<file path="config.mk">
export PLATFORM = sky130hd
export DESIGN_NAME = segment_address_translator_unit
export DESIGN_NICKNAME = d
export VERILOG_FILES = /design/src/sv/sat_pkg.sv /design/src/sv/segment_address_translator_unit.sv /design/src/sv/sat_alu.sv /design/src/sv/sat_table.sv /design/src/sv/sat_ctrl.sv
export SDC_FILE = /design/constraint.sdc
export NUM_CORES = 2
export LEC_CHECK = 0
export BUFFER_PORTS_ARGS = -buffer_cell sky130_fd_sc_hd__buf_2
export CORE_ASPECT_RATIO = 0.6
export CORE_UTILIZATION = 60
export DETAILED_ROUTE_END_ITERATION = 12
export PLACE_DENSITY_LB_ADDON = 0.15
export SYNTH_ARGS = -nofsm -noshare
export SYNTH_HDL_FRONTEND = slang
export SYNTH_SLANG_ARGS = --single-unit
</file>
<file path="constraint.sdc">
create_clock -name clk -period 26 [get_ports clk]
set_input_delay 0 -clock clk [delete_from_list [all_inputs] [get_ports clk]]
set_output_delay 0 -clock clk [all_outputs]
set_load 0.005 [all_outputs]
</file>
<file path="src/sv/sat_pkg.sv">
// shared types, codes and constants of the segment address translator
package sat_pkg;

  localparam int unsigned ADDR_W       = 64;
  localparam int unsigned OWNER_W      = 8;
  localparam int unsigned SHIFT_W      = 5;
  localparam int unsigned CFG_INDEX_W  = 1;
  localparam int unsigned CFG_DATA_W   = 5;
  localparam int unsigned REGIONS_DEF  = 16;

  // command codes
  localparam logic [1:0] CMD_WRITE = 2'd0;
  localparam logic [1:0] CMD_FWD   = 2'd1;
  localparam logic [1:0] CMD_REV   = 2'd2;
  localparam logic [1:0] CMD_NONE  = 2'd3;

  // configuration register indexes
  localparam logic [CFG_INDEX_W-1:0] CFG_TRANSLATE_ENABLE = 1'd0;
  localparam logic [CFG_INDEX_W-1:0] CFG_PAGE_SHIFT       = 1'd1;

  localparam logic [SHIFT_W-1:0] PAGE_SHIFT_RESET = 5'd12;

  typedef struct packed {
    logic [1:0]         cmd;
    logic [3:0]         slot;
    logic               entry_valid;
    logic [OWNER_W-1:0] entry_owner;
    logic [ADDR_W-1:0]  map_address;
    logic [ADDR_W-1:0]  file_offset;
    logic [ADDR_W-1:0]  seg_vaddr;
    logic [ADDR_W-1:0]  seg_size;
    logic [ADDR_W-1:0]  query_addr;
    logic               filter_enable;
    logic [OWNER_W-1:0] filter_owner;
  } sat_in_t;

  typedef struct packed {
    logic              found;
    logic [ADDR_W-1:0] result_addr;
  } sat_out_t;

  typedef struct packed {
    logic [OWNER_W-1:0] owner;
    logic [ADDR_W-1:0]  runtime_base;
    logic [ADDR_W-1:0]  linked_base;
    logic [ADDR_W-1:0]  size;
  } sat_entry_t;

  typedef enum logic [1:0] {
    ALU_RTBASE,
    ALU_DIFF,
    ALU_CMP,
    ALU_XLAT
  } sat_alu_op_t;

  typedef enum logic [1:0] {
    RES_PASS,
    RES_MISS,
    RES_HIT
  } sat_res_t;

  typedef enum logic [2:0] {
    S_IDLE,
    S_WRITE,
    S_READ,
    S_DIFF,
    S_CMP,
    S_XLAT,
    S_MISS,
    S_PASS
  } sat_state_t;

  typedef struct packed {
    logic [1:0] cmd;
    logic       translate_enable;
    logic       slot_ok;
    logic       entry_valid;
    logic       hit;
    logic       out_free;
    logic       in_fire;
  } sat_status_t;

  typedef struct packed {
    logic        in_ready;
    logic        mem_we;
    sat_alu_op_t alu_op;
    logic        diff_load;
    logic        res_load;
    sat_res_t    res_kind;
  } sat_ctrl_t;

endpackage

</file>
<file path="src/sv/segment_address_translator_unit.sv">
// segment address translator: one shared 64-bit adder scans the region table under a sequencer
// a write passes through S_WRITE; a query with translation off goes through S_PASS to the output
// register; a translated query tests each slot in S_READ, then for a valid slot in S_DIFF and S_CMP,
// and ends in S_XLAT or S_MISS, paced by the single adder and the one-port table read
// throughput: one transfer at a time; after a query the next input is taken once its result sits in the
// output register. synchronous reset clears all valid bits at once, translation off, page shift 12
module segment_address_translator_unit #(
  parameter int unsigned REGIONS = sat_pkg::REGIONS_DEF
) (
  input  logic                               clk,
  input  logic                               rst,
  // configuration write port
  input  logic                               cfg_we,
  input  logic [sat_pkg::CFG_INDEX_W-1:0]    cfg_index,
  input  logic [sat_pkg::CFG_DATA_W-1:0]     cfg_data,
  // input channel
  input  logic                               in_valid,
  output logic                               in_ready,
  input  sat_pkg::sat_in_t                   in_data,
  // result channel
  output logic                               out_valid,
  input  logic                               out_ready,
  output sat_pkg::sat_out_t                  out_data
);

  localparam int unsigned IDX_W = (REGIONS > 1) ? $clog2(REGIONS) : 1;

  // configuration registers
  logic                        translate_enable;
  logic [sat_pkg::SHIFT_W-1:0] page_shift;

  always_ff @(posedge clk) begin
    if (rst) begin
      translate_enable <= 1'b0;
      page_shift       <= sat_pkg::PAGE_SHIFT_RESET;
    end else if (cfg_we) begin
      unique case (cfg_index)
        sat_pkg::CFG_TRANSLATE_ENABLE: translate_enable <= cfg_data[0];
        sat_pkg::CFG_PAGE_SHIFT:       page_shift       <= cfg_data;
        default:                       page_shift       <= page_shift;
      endcase
    end
  end

  // control and status between datapath and sequencer
  sat_pkg::sat_ctrl_t   ctrl;
  sat_pkg::sat_status_t status;
  logic [IDX_W-1:0]     idx;
  logic                 in_fire;

  assign in_ready = ctrl.in_ready;
  assign in_fire  = in_valid && ctrl.in_ready;

  // the accepted item is held for the whole scan
  sat_pkg::sat_in_t item;

  always_ff @(posedge clk) begin
    if (in_fire) begin
      item <= in_data;
    end
  end

  // region table
  sat_pkg::sat_entry_t wentry;
  sat_pkg::sat_entry_t rentry;
  logic                rvalid;
  logic                slot_ok;
  logic [sat_pkg::ADDR_W-1:0] alu_sum;
  logic                       alu_carry;

  // slots past the table are dropped
  assign slot_ok = ({5'd0, item.slot} < 9'(REGIONS));

  assign wentry.owner        = item.entry_owner;
  assign wentry.runtime_base = alu_sum;
  assign wentry.linked_base  = item.seg_vaddr;
  assign wentry.size         = item.seg_size;

  sat_table #(
    .REGIONS (REGIONS),
    .IDX_W   (IDX_W)
  ) u_table (
    .clk    (clk),
    .rst    (rst),
    .we     (ctrl.mem_we),
    .waddr  (IDX_W'(item.slot)),
    .wvalid (item.entry_valid),
    .wentry (wentry),
    .raddr  (idx),
    .rvalid (rvalid),
    .rentry (rentry)
  );

  // forward queries range-check the linked base, reverse ones the runtime base
  logic [sat_pkg::ADDR_W-1:0] range_base;
  logic [sat_pkg::ADDR_W-1:0] other_base;
  logic [sat_pkg::ADDR_W-1:0] offset_mask;

  assign range_base  = (item.cmd == sat_pkg::CMD_FWD) ? rentry.linked_base : rentry.runtime_base;
  assign other_base  = (item.cmd == sat_pkg::CMD_FWD) ? rentry.runtime_base : rentry.linked_base;
  assign offset_mask = ({{(sat_pkg::ADDR_W-1){1'b0}}, 1'b1} << page_shift) -
                       {{(sat_pkg::ADDR_W-1){1'b0}}, 1'b1};

  // operand selection for the shared adder
  logic [sat_pkg::ADDR_W-1:0] alu_a;
  logic [sat_pkg::ADDR_W-1:0] alu_b;
  logic                       alu_sub;
  logic [sat_pkg::ADDR_W-1:0] diff;
  logic                       diff_ge;

  always_comb begin
    unique case (ctrl.alu_op)
      sat_pkg::ALU_RTBASE: begin
        alu_a   = item.map_address;
        alu_b   = item.file_offset & offset_mask;
        alu_sub = 1'b0;
      end
      sat_pkg::ALU_DIFF: begin
        alu_a   = item.query_addr;
        alu_b   = range_base;
        alu_sub = 1'b1;
      end
      sat_pkg::ALU_CMP: begin
        alu_a   = diff;
        alu_b   = rentry.size;
        alu_sub = 1'b1;
      end
      sat_pkg::ALU_XLAT: begin
        alu_a   = other_base;
        alu_b   = diff;
        alu_sub = 1'b0;
      end
      default: begin
        alu_a   = item.query_addr;
        alu_b   = range_base;
        alu_sub = 1'b1;
      end
    endcase
  end

  sat_alu u_alu (
    .a     (alu_a),
    .b     (alu_b),
    .sub   (alu_sub),
    .sum   (alu_sum),
    .carry (alu_carry)
  );

  // offset into the candidate range and whether the address is at or above its base
  always_ff @(posedge clk) begin
    if (ctrl.diff_load) begin
      diff    <= alu_sum;
      diff_ge <= alu_carry;
    end
  end

  // hit: owner filter passes, address >= base, offset below size (no carry on diff - size)
  logic owner_ok;
  logic hit;

  assign owner_ok = !(item.cmd == sat_pkg::CMD_FWD && item.filter_enable) ||
                    (rentry.owner == item.filter_owner);
  assign hit      = owner_ok && diff_ge && !alu_carry;

  // output register, frees as soon as the result transfer completes
  logic out_free;

  assign out_free = !out_valid || out_ready;

  always_ff @(posedge clk) begin
    if (rst) begin
      out_valid <= 1'b0;
    end else if (ctrl.res_load) begin
      out_valid <= 1'b1;
    end else if (out_ready) begin
      out_valid <= 1'b0;
    end
  end

  always_ff @(posedge clk) begin
    if (ctrl.res_load) begin
      unique case (ctrl.res_kind)
        sat_pkg::RES_PASS: begin
          out_data.found       <= 1'b1;
          out_data.result_addr <= item.query_addr;
        end
        sat_pkg::RES_HIT: begin
          out_data.found       <= 1'b1;
          out_data.result_addr <= alu_sum;
        end
        sat_pkg::RES_MISS: begin
          out_data.found       <= 1'b0;
          out_data.result_addr <= '0;
        end
        default: begin
          out_data.found       <= 1'b0;
          out_data.result_addr <= '0;
        end
      endcase
    end
  end

  // sequencer
  assign status.cmd              = (ctrl.in_ready) ? in_data.cmd : item.cmd;
  assign status.translate_enable = translate_enable;
  assign status.slot_ok          = slot_ok;
  assign status.entry_valid      = rvalid;
  assign status.hit              = hit;
  assign status.out_free         = out_free;
  assign status.in_fire          = in_fire;

  sat_ctrl #(
    .REGIONS (REGIONS),
    .IDX_W   (IDX_W)
  ) u_ctrl (
    .clk    (clk),
    .rst    (rst),
    .status (status),
    .ctrl   (ctrl),
    .idx    (idx)
  );

endmodule

</file>
<file path="src/sv/sat_alu.sv">
// shared 64-bit add/subtract unit with carry out
module sat_alu (
  input  logic [sat_pkg::ADDR_W-1:0] a,
  input  logic [sat_pkg::ADDR_W-1:0] b,
  input  logic                       sub,
  output logic [sat_pkg::ADDR_W-1:0] sum,
  output logic                       carry
);

  logic [sat_pkg::ADDR_W-1:0] b_op;
  logic [sat_pkg::ADDR_W:0]   total;

  assign b_op  = sub ? ~b : b;
  assign total = {1'b0, a} + {1'b0, b_op} + {{sat_pkg::ADDR_W{1'b0}}, sub};
  assign sum   = total[sat_pkg::ADDR_W-1:0];
  // for a subtract, carry high means a >= b
  assign carry = total[sat_pkg::ADDR_W];

endmodule

</file>
<file path="src/sv/sat_table.sv">
// region table: valid flops plus entry memory with registered read
module sat_table #(
  parameter int unsigned REGIONS = sat_pkg::REGIONS_DEF,
  parameter int unsigned IDX_W   = 4
) (
  input  logic                 clk,
  input  logic                 rst,
  input  logic                 we,
  input  logic [IDX_W-1:0]     waddr,
  input  logic                 wvalid,
  input  sat_pkg::sat_entry_t  wentry,
  input  logic [IDX_W-1:0]     raddr,
  output logic                 rvalid,
  output sat_pkg::sat_entry_t  rentry
);

  logic [REGIONS-1:0]  valid;
  sat_pkg::sat_entry_t mem [REGIONS];

  always_ff @(posedge clk) begin
    if (rst) begin
      valid <= '0;
    end else if (we) begin
      valid[waddr] <= wvalid;
    end
  end

  always_ff @(posedge clk) begin
    if (we) begin
      mem[waddr] <= wentry;
    end
    rentry <= mem[raddr];
  end

  assign rvalid = valid[raddr];

endmodule

</file>
<file path="src/sv/sat_ctrl.sv">
// sequencer: slot scan counter and state machine
module sat_ctrl #(
  parameter int unsigned REGIONS = sat_pkg::REGIONS_DEF,
  parameter int unsigned IDX_W   = 4
) (
  input  logic                 clk,
  input  logic                 rst,
  input  sat_pkg::sat_status_t status,
  output sat_pkg::sat_ctrl_t   ctrl,
  output logic [IDX_W-1:0]     idx
);

  localparam logic [IDX_W-1:0] LAST_IDX = IDX_W'(REGIONS - 1);

  sat_pkg::sat_state_t state, state_next;
  logic [IDX_W-1:0]    idx_next;
  logic                last;

  assign last = (idx == LAST_IDX);

  always_ff @(posedge clk) begin
    if (rst) begin
      state <= sat_pkg::S_IDLE;
      idx   <= '0;
    end else begin
      state <= state_next;
      idx   <= idx_next;
    end
  end

  always_comb begin
    state_next = state;
    idx_next   = idx;
    unique case (state)
      sat_pkg::S_IDLE: begin
        idx_next = '0;
        if (status.in_fire) begin
          priority if (status.cmd == sat_pkg::CMD_WRITE) begin
            state_next = sat_pkg::S_WRITE;
          end else if (status.cmd == sat_pkg::CMD_NONE) begin
            state_next = sat_pkg::S_IDLE;
          end else if (!status.translate_enable) begin
            state_next = sat_pkg::S_PASS;
          end else begin
            state_next = sat_pkg::S_READ;
          end
        end
      end
      sat_pkg::S_WRITE: state_next = sat_pkg::S_IDLE;
      sat_pkg::S_READ: begin
        priority if (status.entry_valid) begin
          state_next = sat_pkg::S_DIFF;
        end else if (last) begin
          state_next = sat_pkg::S_MISS;
        end else begin
          idx_next = idx + 1'b1;
        end
      end
      sat_pkg::S_DIFF: state_next = sat_pkg::S_CMP;
      sat_pkg::S_CMP: begin
        priority if (status.hit) begin
          state_next = sat_pkg::S_XLAT;
        end else if (last) begin
          state_next = sat_pkg::S_MISS;
        end else begin
          idx_next   = idx + 1'b1;
          state_next = sat_pkg::S_READ;
        end
      end
      sat_pkg::S_XLAT, sat_pkg::S_MISS, sat_pkg::S_PASS: begin
        if (status.out_free) begin
          state_next = sat_pkg::S_IDLE;
        end
      end
      default: state_next = sat_pkg::S_IDLE;
    endcase
  end

  always_comb begin
    ctrl.in_ready  = 1'b0;
    ctrl.mem_we    = 1'b0;
    ctrl.alu_op    = sat_pkg::ALU_DIFF;
    ctrl.diff_load = 1'b0;
    ctrl.res_load  = 1'b0;
    ctrl.res_kind  = sat_pkg::RES_MISS;
    unique case (state)
      sat_pkg::S_IDLE:  ctrl.in_ready = 1'b1;
      sat_pkg::S_WRITE: begin
        ctrl.alu_op = sat_pkg::ALU_RTBASE;
        ctrl.mem_we = status.slot_ok;
      end
      sat_pkg::S_READ:  ctrl.alu_op = sat_pkg::ALU_DIFF;
      sat_pkg::S_DIFF: begin
        ctrl.alu_op    = sat_pkg::ALU_DIFF;
        ctrl.diff_load = 1'b1;
      end
      sat_pkg::S_CMP:   ctrl.alu_op = sat_pkg::ALU_CMP;
      sat_pkg::S_XLAT: begin
        ctrl.alu_op   = sat_pkg::ALU_XLAT;
        ctrl.res_load = status.out_free;
        ctrl.res_kind = sat_pkg::RES_HIT;
      end
      sat_pkg::S_MISS: begin
        ctrl.res_load = status.out_free;
        ctrl.res_kind = sat_pkg::RES_MISS;
      end
      sat_pkg::S_PASS: begin
        ctrl.res_load = status.out_free;
        ctrl.res_kind = sat_pkg::RES_PASS;
      end
      default: ctrl.in_ready = 1'b0;
    endcase
  end

endmodule
</file>
=== Yosys cells after proc, flatten, opt, wreduce, memory -nomap -nowiden ===
Memories as Yosys holds them, arrays and structs flattened. A register that Yosys moved wholly into a read port is not among the register bits.
Cells that the tools add are included.

* Input bits: 355
* RAM bits: 3200
* Latch bits: 0
* Logic and storage cells: 112
* Memories: 1
* Memory bits (read-only): 0
* Bits in registers: 504

{| class="wikitable"
|+ Memory list
! name !! depth !! bits a word !! read ports !! clocked after Yosys merged registers in !! wr ports !! line !! RTL
|-
| u_table.mem || 16 || 200 || 1 || 1 || 1 || sat_table.sv:18 || <nowiki>sat_pkg::sat_entry_t mem [REGIONS];</nowiki>
|}

* Bitwise gates (word level): 3
* $lt $le $gt $ge: 3
* Reductions and logical operators: 23
* Eq/ne operators: 20
* Muxes and demuxes: 36
* Divide/modulo/power cells: 0
* Shift operators: 1
* Add/subtract/negate cells: 4
* Multiply operators: 0

{| class="wikitable"
|+ Operators with widths
! kind !! count
|-
| $pmux 64 s4 || 2
|-
| $mux 64 || 3
|-
| $pmux 65 s2 || 1
|-
| $add 64x64->65 || 1
|-
| $add 65x1->65 || 1
|-
| $and 64x64->64 || 1
|-
| $not 64->64 || 1
|-
| $shl 1x5->64 const A || 1
|-
| $sub 64x1->64 const B || 1
|-
| $mux 3 || 9
|-
| $pmux 3 s6 || 1
|-
| $bwmux 16 || 1
|-
| $eq 3x3->1 const B || 4
|-
| $mux 4 || 3
|-
| $pmux 4 s3 || 1
|-
| $lt 4x5->1 const B || 2
|-
| $mux 1 || 9
|-
| $pmux 3 s3 || 1
|-
| $eq 2x2->1 const B || 4
|-
| $eq 8x8->1 || 1
|-
| $ne 2x2->1 const B || 4
|-
| $eq 3x2->1 const B || 2
|-
| $logic_not 2->1 || 3
|-
| $pmux 2 s3 || 1
|-
| 21 further kinds || 32
|}

=== Logic depth before layout (Yosys ltp) ===
* Depth after elaboration: 12
* Mapped depth: 28

=== By module ===
A second synthesis with hierarchy kept.

* Cells, all modules: 7388
* Area, all modules: 150119.0 um2

{| class="wikitable"
|+ By module, submodules not included
! module !! cells an instance !! instances !! area each (um2)
|-
| sat_table || 5319 || 1 || 124540.7
|-
| segment_address_translator_unit || 1333 || 1 || 20344.5
|-
| sat_alu || 659 || 1 || 4619.4
|-
| sat_ctrl || 77 || 1 || 614.3
|}

=== Least setup slack after synthesis ===
Ideal clock, no wire load.

* Path kind: register to register
* From: register u_ctrl.state[0]
* To: register u_table.valid[0]
* Setup time: 0.131 ns
* Clock period less this slack: 15.896 ns
* Arrival: 15.765 ns
* Stages on the path, launching flop included: 9
* Slack: 10.104 ns
* Buffers on the path: 3
* Cell sequence: dfxtp_1 -> buf_2 -> nand2b_1 -> buf_2 -> or4_1 -> clkbuf_1 -> nor3_1 -> mux2i_1 -> nor2_1

* Cells in the longest elaborated chain, start to end: 2

{| class="wikitable"
|+ Ends and longest elaborated chain
! what !! line !! RTL
|-
| start, declared || sat_ctrl.sv:15 || <nowiki>sat_pkg::sat_state_t state, state_next;</nowiki>
|-
| start signal, assigned || sat_ctrl.sv:23 || <nowiki>state <= sat_pkg::S_IDLE;</nowiki>
|-
| start signal, assigned || sat_ctrl.sv:26 || <nowiki>state <= state_next;</nowiki>
|-
| $eq 3x1->1 || sat_ctrl.sv:86 || <nowiki>unique case (state)</nowiki>
|-
| $mux 1 || sat_ctrl.sv:86 ||
|-
| end signal, assigned by index || sat_table.sv:24 || <nowiki>valid[waddr] <= wvalid;</nowiki>
|-
| end, declared || sat_table.sv:17 || <nowiki>logic [REGIONS-1:0] valid;</nowiki>
|}

Every way passes these cells.
A chain may end at the register's enable or synchronous reset.

=== Worst setup path in the final report ===
* From: register page_shift[3] in the netlist's numbering
* To: memory u_table.mem[3][191] in the netlist's numbering (data pin)

* Cells in the longest elaborated chain, start to end: 8

{| class="wikitable"
|+ Ends and longest elaborated chain
! what !! line !! RTL
|-
| start, declared || segment_address_translator_unit.sv:30 || <nowiki>logic [sat_pkg::SHIFT_W-1:0] page_shift;</nowiki>
|-
| start signal, assigned || segment_address_translator_unit.sv:35 || <nowiki>page_shift <= sat_pkg::PAGE_SHIFT_RESET;</nowiki>
|-
| start signal, assigned || segment_address_translator_unit.sv:39 || <nowiki>sat_pkg::CFG_PAGE_SHIFT: page_shift <= cfg_data;</nowiki>
|-
| start signal, assigned || segment_address_translator_unit.sv:40 || <nowiki>default: page_shift <= page_shift;</nowiki>
|-
| $shl 1x5->64 * || segment_address_translator_unit.sv:101 || <nowiki>assign offset_mask = ({{(sat_pkg::ADDR_W-1){1'b0}}, 1'b1} << page_shift) -</nowiki>
|-
| $sub 64x1->64 * || segment_address_translator_unit.sv:101 ||
|-
| $and 64x64->64 * || segment_address_translator_unit.sv:115 || <nowiki>alu_b = item.file_offset & offset_mask;</nowiki>
|-
| $pmux 64 s4 * || segment_address_translator_unit.sv:112 || <nowiki>unique case (ctrl.alu_op)</nowiki>
|-
| $not 64->64 || sat_alu.sv:13 || <nowiki>assign b_op = sub ? ~b : b;</nowiki>
|-
| $mux 64 * || sat_alu.sv:13 ||
|-
| $add 64x64->65 * || sat_alu.sv:14 || <nowiki>assign total = {1'b0, a} + {1'b0, b_op} + {{sat_pkg::ADDR_W{1'b0}}, sub};</nowiki>
|-
| $add 65x1->65 * || sat_alu.sv:14 ||
|-
| net alu_sum (one bit) || segment_address_translator_unit.sv:68 || <nowiki>logic [sat_pkg::ADDR_W-1:0] alu_sum;</nowiki>
|-
| end, declared || sat_table.sv:18 ||
|}

Mark *: on every way through the listed nets, which the timed path passes. The rest lies on a longest branch.

==> impl_metrics.sql <==
INSERT INTO impl_metrics (metric_group, metric, value, unit) VALUES
('synthesis', 'syn-mean-instance-area', '20.8', 'µm²'),
('placed_design', 'detailed_place_hpwl', '228000', 'µm'),
('critical_path', 'criticalPathCategory', 'flop to flop', ''),
('critical_path', 'r2r_setup_slack', '17410', 'ps'),
('die', 'io_pins', '422', ''),
('timing', 'period_share', '33.0', '%'),
('global_routing', 'global_route_usage_sum', '33.0', '%'),
('synthesis', 'synth_enable_flop_cells', '3659', ''),
('synthesis', 'synth_seq_area_share', '76.5', '%'),
('min_path', 'instance_count_along_the_most_critical_hold_path', '5', ''),
('min_path', 'hp-start', 'out_ready', ''),
('power_and_ir_drop', 'power-per-cell-area', '121', 'mW/mm²'),
('power_and_ir_drop', 'max-vdd-ir-drop', '0.137', 'mV'),
('die', 'die_area', '0.251', 'mm²'),
('drt', 'drt_iter0_markers', '12231', ''),
('critical_path', 'critPathArrivalTime', '9080', 'ps'),
('timing', 'max_slew_violation_count', '0', ''),
('min_path', 'hold_class', 'input port to flop', ''),
('timing', 'setup-tns-final', '0', 'ps'),
('global_routing', 'global_route_wire_length_before_repair', '582000', 'µm'),
('cts', 'cts_max_level', '5', ''),
('drt', 'drtAntennaViolNets', '0', ''),
('global_routing', 'number_of_global_route_vias_before_repair', '80089', ''),
('cts', 'clock_latency_late_sink', '920', 'ps'),
('synthesis', 'synth_cells', '7209', ''),
('die', 'die-width', '647', 'µm'),
('die', 'die_height', '389', 'µm'),
('drt', 'dr_total_vias', '81490', ''),
('synthesis', 'synth_fp_nets', '7633', ''),
('cells_and_area', 'syn_to_final_growth', '16.3', '%'),
('critical_path', 'critical_path_buf_inv_count', '0', ''),
('timing', 'finalHoldViolations', '0', ''),
('timing', 'unrepaired_setup_endpoints_after_global_routing', 'no', ''),
('timing', 'setup_viol_count_final', '0', ''),
('synthesis', 'synth.distinct_cells', '77', ''),
('global_routing', 'grt_start_max_net_pins', '147', ''),
('critical_path', 'r2r_end', 'u_table.mem[3][191]', ''),
('run_status', 'run_status', 'complete, no violations', ''),
('global_routing', 'gr-total-overflow', '0', ''),
('critical_path', 'cpMaxStageDelayCell', 'dfxtp_1', ''),
('placed_design', 'portBuffers', '406', ''),
('cts', 'post_cts_setup_repair_buffer_count', '0', ''),
('die', 'placement_rows', '141', ''),
('cts', 'clk_root_buffer_cell', 'clkbuf_16', ''),
('timing', 'period_needed', '8590', 'ps'),
('placed_design', 'gp_congestion', '0.936', ''),
('cts', 'clkSinkCount', '3889', ''),
('min_path', 'holdPathEnd', 'out_valid', ''),
('cts', 'clock_pin_slew_of_the_registers_on_the_worst_case_setup_and_hold_paths', '70', 'ps'),
('global_routing', 'grt_antenna_before_repair', '33', ''),
('die', 'placeableCoreArea', '0.247', 'mm²'),
('critical_path', 'critical_path.cell_chain', 'or3_1 > nor2_1 > nand2_1 > ha_1 > or2_2 > o21ai_0 > a22oi_1 > nor2_1 > o21ai_0 > o21ai_0 > nand2_1 > o221ai_1 > ha_1 > nand4_1 > or3_1 > a21oi_1 > o21ai_0 > or3_1 > o21bai_1 > a21oi_1 > o31a_1 > o21a_1 > xnor2_1', ''),
('critical_path', 'worst_path_dominant_cell_family', 'compound AO/OA/AOI/OAI gates', ''),
('critical_path', 'regToRegStartpoint', 'page_shift[3]', ''),
('synthesis', 'ys.warnings.count', '0', ''),
('critical_path', 'most_repeated_library_cell_on_the_critical_path', 'o21ai_0', ''),
('power_and_ir_drop', 'total_leakage_power', '55.5', 'nW'),
('critical_path', 'max_stage_delay', '940', 'ps'),
('timing', 'worst_slew_margin_rel', '10.5', '%'),
('drt', 'drtPass1Iterations', '8', ''),
('cells_and_area', 'instances_no_fill', '12001', ''),
('cts', 'cts_inserted_buffers', '341', ''),
('cts', 'holdBufCountCts', '681', ''),
('synthesis', 'synthArstFlopShare', '0', '%'),
('critical_path', 'cp.required', '26490', 'ps'),
('die', 'starting_utilization_of_the_core_area', '60.6', '%'),
('synthesis', 'mapped_area', '0.150', 'mm²'),
('synthesis', 'ys.flop_type', 'edfxtp_1', ''),
('timing', 'max_clock_freq', '116', 'MHz'),
('cells_and_area', 'most-common-layout-cells', 'edfxtp_1 (3659), mux4_2 (1004), dlygate4sd3_1 (681), nand2_1 (491), buf_2 (406)', ''),
('critical_path', 'worstRegToRegCells', '23', '');
logic make-up (layout without fill, tap and decap cells):
logic type,count (synthesis),in the layout,synth area share [%]
DFF,3889,3889,76.5
muxes,1046,1046,15.4
and+or+nand+nor,893,893,2.59
AOI/OAI and AO/OA,801,801,3.39
buffers and inverters,437,1929,1.10
xor gates and xnor gates,74,74,0.433
adders and majority gates,69,69,0.582
other,0,11,0
worst reg2reg max path, delay by kind of cell, from the launching register on:
family / cells / cell delay [ps]
compound gates: 11 / 3030
simple gates: 9 / 2110
fa+ha+maj: 2 / 1190
flops: 1 / 940
xor+xnor: 1 / 910
layer usage:
metal  GRT usage (%)  share of wire (%)
met1            48.0                 38
met2            49.0                 45
met3            8.11                 12
met4            13.3                4.6
met5               0              0.031
cell usage after synthesis (11+ instances only):
library cell     n  area, µm²
a21oi_1        229       1150
o21ai_0        191        956
nand3_1        106        531
inv_1           26       97.6
o211ai_1        11       82.6
nor2_1         145        544
edfxtp_1      3659     110000
a21o_1          30        225
o21bai_1        12       90.1
nand2_1        491       1840
o22ai_1        101        632
ha_1            68        851
o22a_1          70        613
nor2b_1         13       81.3
and3_1          21        131
xnor2_1         51        447
clkbuf_1       292       1100
nand4_1         26        163
xor2_1          23        201
mux4_2        1004      22600
nor3_1          27        135
buf_1          110        413
nand2b_1        14       87.6
a22oi_1         21        158
dfxtp_1        230       4600
a31oi_1         18        113
o221ai_1        29        254
mux2i_1         41        410
through the flow:
stage | hold slack, ps | total power [mW] | instance area [µm²] | utilization [%] | setup slack [ps]
after floorplan | 98.9 | 13.3 | 150000 | - | 10100
after global placement | 176 | 15.6 | 156000 | 63.2 | 18060
after detailed placement | 178 | 15.9 | 156000 | 63.2 | 17810
after CTS | 134 | 21.0 | 174000 | 70.4 | 17690
after global routing | 196 | 21.8 | 174000 | 70.4 | 17030
final | 204 | 21.1 | 174000 | 70.5 | 17410
final cells by class:
class,count,area [µm²],share of cell area (%)
flip-flops and latches,3889,115000,65.8
well taps,3289,4120,2.36
clock buffers,451,9310,5.35
diodes,11,27.5,0.0158
multi-input cells,2883,33700,19.4
repair buffers,1277,10500,6.02
clock inverters,172,1760,1.01
inverters,29,114,0.0654
how the worst max path moves through the flow:
| stage | cells after the start | to | start |
|---|---|---|---|
| floorplan | 8 | u_table.valid[0] | u_ctrl.state[0] |
| global placement | 23 | u_table.mem[0][191] | page_shift[3] |
| detailed placement | 23 | u_table.mem[0][191] | page_shift[3] |
| CTS | 23 | u_table.mem[1][191] | page_shift[3] |
| global route | 23 | u_table.mem[2][191] | page_shift[3] |
| finish | 23 | u_table.mem[3][191] | page_shift[3] |
sequential cells by signal, indices dropped and copies added, names as in the netlist:
register	cells
diff	64
diff_ge	1
item	329
out_data	65
out_valid	1
page_shift	5
translate_enable	1
u_ctrl.idx	4
u_ctrl.state	3
u_table.mem	3200
u_table.rentry	200
u_table.valid	16
where the power goes:
part	internal (mW)	switching (mW)	total (mW)
clock	2.84	2.27	5.11
sequential	9.24	0.534	9.77
combinational	2.04	4.17	6.21
No activity file was read; power rests on OpenSTA's default activity.
